**config.mk**
```make
export PLATFORM = sky130hd
export DESIGN_NAME = qpu_div
export DESIGN_NICKNAME = d
export VERILOG_FILES = /design/src/qpu_div.sv
export SDC_FILE = /design/constraint.sdc
export NUM_CORES = 1
export LEC_CHECK = 0
export BUFFER_PORTS_ARGS = -buffer_cell sky130_fd_sc_hd__buf_2
export CAP_MARGIN = 20
export CELL_PAD_IN_SITES_DETAIL_PLACEMENT = 1
export CELL_PAD_IN_SITES_GLOBAL_PLACEMENT = 2
export CORE_ASPECT_RATIO = 1.5
export CORE_MARGIN = 4
export CORE_UTILIZATION = 37
export CTS_CLUSTER_SIZE = 16
export DETAILED_ROUTE_END_ITERATION = 7
export GPL_TIMING_DRIVEN = 0
export PLACE_DENSITY = 0.94
export RECOVER_POWER = 100
export SYNTH_ARGS = -nofsm -noshare
export SYNTH_HDL_FRONTEND = slang
export SYNTH_SLANG_ARGS = --single-unit
```
**constraint.sdc**
```tcl
create_clock -name clk_i -period 6.8 [get_ports clk_i]
set_clock_uncertainty 0.2 [all_clocks]
set_input_delay 1.36 -clock clk_i [delete_from_list [all_inputs] [get_ports clk_i]]
set_output_delay 1.36 -clock clk_i [all_outputs]
set_load 0.02 [all_outputs]
```
**src/qpu_div.sv**
```systemverilog
`default_nettype none

module qpu_div (
  input  wire logic        clk_i,
  input  wire logic        rst_ni,
  input  wire logic        start_i,
  input  wire logic [63:0] num_i,
  input  wire logic [63:0] den_i,
  output logic             done_o,
  output logic [63:0]      quo_o
);

  logic [63:0] rem_q;
  logic [63:0] quo_q;
  logic [63:0] den_q;
  logic [6:0]  cnt_q;
  logic        busy_q;
  logic        done_q;
  logic [64:0] rs;
  logic        ge;

  assign rs = {rem_q, quo_q[63]};
  assign ge = rs >= {1'b0, den_q};

  always_ff @(posedge clk_i or negedge rst_ni) begin
    if (!rst_ni) begin
      rem_q <= '0;
      quo_q <= '0;
      den_q <= '0;
      cnt_q <= '0;
      busy_q <= 1'b0;
      done_q <= 1'b0;
    end else begin
      done_q <= 1'b0;
      if (start_i) begin
        rem_q <= '0;
        quo_q <= num_i;
        den_q <= den_i;
        cnt_q <= '0;
        busy_q <= 1'b1;
      end else if (busy_q) begin
        rem_q <= ge ? 64'(rs - {1'b0, den_q}) : rs[63:0];
        quo_q <= {quo_q[62:0], ge};
        cnt_q <= cnt_q + 7'd1;
        if (cnt_q == 7'd63) begin
          busy_q <= 1'b0;
          done_q <= 1'b1;
        end
      end
    end
  end

  assign done_o = done_q;
  assign quo_o = quo_q;

endmodule

`default_nettype wire

```
==> run_results.csv <==
group,metric,value,unit
status,status,"finished with violations",
status,violations,"capacitance limit, slew limit",
detailed_routing,via_per_inst,5.500,
timing,max_freq,194.1,MHz
clocking,path_clk_slew,0.06,ns
synth,async_flop_share,100.0,%
timing,slew_headroom,-100.7,%
global_routing,grt_start_max_net_pins,119,
pwr,p_per_area,359.8,nW/um2
synth,ys_ff_latch,201,
worst_setup_path,worstPathArrival,5.40,ns
clocking,cts_made_buffers,24,
synth,yosys.area.top_type_share,39.14,%
clocking,clock_latency,0.56,ns
floorplanning,core,34270,um2
synth,ys_seq_area_share,39.14,%
global_routing,globalRouteOverflowTotal,0,
hold_path,hold_path.class,"reg2reg",
detailed_routing,drt_iter0_drc,448,
pwr,peakVddDrop,177.2,uV
synth,synth.area.top_cells,"dfrtp_1, o21ai_0, mux2i_1",
worst_setup_path,cp_max_fo,10,
timing,maxSlewViolCount,119,
finish,drive_gt1_share,12.16,%
synth,synth-main-ff-cell,"dfrtp_1",
clocking,cts_tree,"built",
hold_path,hold_start,"den_q[3]",
clocking,cts_sinks,201,
floorplanning,die_area,37840,um2
synth,synth_nets,1709,
global_routing,grt_pass1_vias,13200,
global_routing,antenna_found_initial,0,
detailed_routing,wl_met2,22.36,mm
timing,worstMarginPinSlew,3.010,ns
finish,synthToLayoutAreaGrowth,17.41,%
detailed_routing,met3RoutedLength,2.032,mm
worst_setup_path,critPathRequiredTime,7.05,ns
worst_setup_path,path_class,"reg2reg",
synth,yosysTopAreaCell,"dfrtp_1",
detailed_routing,post_drt_wl_per_cell,19.30,um
synth,synth_cells,1512,
synth,syn_area_per_cell,8.499,um2
clocking,cts_hold_buf,0,
timing,hold-worst-slack,0.3384,ns
detailed_routing,drtPass1Iterations,6,
finish,insertedDiodeCount,0,
placement,place.gp.congestion,0.8967,
detailed_routing,ant_nets,0,
placement,hpwl,32.30,mm
floorplanning,rows,83,
synth,syn_area,12850,um2
flow_run,cap_violations,1,
finish,final_common_cell,"nand2_1",
clocking,cts-root-buf,"clkbuf_16",
floorplanning,initial_core_util,37.50,%
timing,setup_tns,0,ns
detailed_routing,routed.top_layer,"met4",
pwr,power,5.429,mW
timing,setup_viol,0,
detailed_routing,wirelength_met1,16.35,mm
clocking,cts_setup_buffers,0,
detailed_routing,routed-via-count,11970,
detailed_routing,drc,0,
worst_setup_path,r2r-start,"rem_q[23]",
placement,port_buffers,194,
synth,yosys.cell_types.count,74,
worst_setup_path,cp-end-kind,"flip-flop",
global_routing,gr-usage-all-layers,21.64,%
worst_setup_path,critPathLaunchType,"flip-flop",
floorplanning,die_w,160.2,um
timing,finalHoldViolations,0,
finish,nets,1931,
finish,final_cell_mix,"nand2_1, o21ai_0, dfrtp_1, buf_2, clkbuf_1",
global_routing,grt_pass1_wl,67.68,mm
floorplanning,io_pins,196,
worst_setup_path,crit_path_start,"rem_q[23]",
synth,synth_edf_count,0,
clocking,htreeDepth,1,
clocking,cts_resized,0,
detailed_routing,drt_wl_total,42.01,mm
timing,fin_crit_sh,75.75,%
clocking,cts_max_path_buffers,3,
pwr,cellLeakagePower,7.362,nW
floorplanning,die_h,236.3,um
synth,yosysWarningCount,0,
timing,rsz0062_at_grt,"no",
timing,min_period,5.151,ns
[state kept, by name, summed over array words and instances (netlist names)]
name and count:
busy_q 1, cnt_q 7, den_q 64, done_o 1, quo_o 64, rem_q 64
[final timing paths]
path,endpoint,slack [ns],cells past startpoint
max,rem_q[54],1.65,13
min,den_q[3],0.34,2
max reg2reg,rem_q[54],1.65,13
min reg2reg,den_q[3],0.34,2
max in group asynchronous,den_q[48],2.48,2
min in group asynchronous,quo_o[46],0.59,1
[per-layer routing]
layer,up-vias,global-route usage [%]
met4,0,7.383
met1,5867,23.76
met2,289,41.21
met5,-,0
li1,5729,-
met3,88,4.195
[cell usage after synthesis (5+ instances only)]
library cell and instances:
a211oi_1 57, inv_1 95, clkbuf_1 64, nor2_1 99
nand3_1 17, dfrtp_1 201, o211ai_1 6, a31oi_1 9
and4_1 5, o21ai_0 197, xnor2_1 37, a21o_1 21
nor2b_1 8, o21a_1 9, or3_1 6, a21oi_1 86
mux2i_1 84, nor4_1 10, nand2_1 220, o21ai_1 17
buf_1 6, buf_2 25, nor3_1 18, xor2_1 24
ha_1 65, o21bai_1 19, nand4_1 29, nand2b_1 7
[report_power, final]
group | total (mW) | switching, mW | internal (mW)
logic | 2.51 | 1.57 | 0.939
clock network | 1.38 | 0.542 | 0.839
registers | 1.54 | 0.151 | 1.39
[critical path, stage by stage, from the launching register on]
cell and delay, ns:
dfrtp_1 0.39, ha_1 0.28, clkbuf_1 0.29, nand2_1 0.23
o21ai_0 0.31, a21oi_1 0.17, o31ai_1 0.41, a31o_1 0.20
a31oi_1 0.08, o41ai_1 0.68, clkbuf_1 0.52, clkbuf_1 0.78
mux2i_1 0.23, a211oi_1 0.28
[kinds of logic (layout without fill, tap and decap cells)]
logic type,Yosys count,count (layout),share of synthesized area (%)
AO/OA/AOI/OAI,467,467,22.35
AND/OR/NAND/NOR,437,437,15.08
flip-flops,201,201,39.14
buffers and inverters,194,434,6.066
multiplexers,86,86,6.718
adder cells (fa/ha/maj),66,66,6.484
XOR/XNOR,61,61,4.157
[area by class of cell]
type                            instances  area [um2]
Sequential cell                       201        5030
Tap cell                              425       531.8
Clock inverter                         10       141.4
Timing Repair Buffer                  196       908.4
Buffer                                 99       395.4
Multi-Input combinational cell       1117        7017
Fill cell                            4209       19180
Inverter                               95       356.6
Clock buffer                           34       708.2
[stage by stage]
| step | cells | cell area (um2) | util, % | worst slack (ns) |
|---|---|---|---|---|
| after floorplan | 1512 | 12850 | - | 3.393 |
| after global placement | 2131 | 14350 | 41.88 | 0.6671 |
| after detailed placement | 2133 | 14420 | 42.07 | 2.727 |
| after CTS | 2177 | 15270 | 44.55 | 2.712 |
| after global routing | 2177 | 15090 | 44.03 | 1.367 |
| final | 2177 | 15090 | 44.03 | 1.649 |
(Power assumes the default switching activity.)
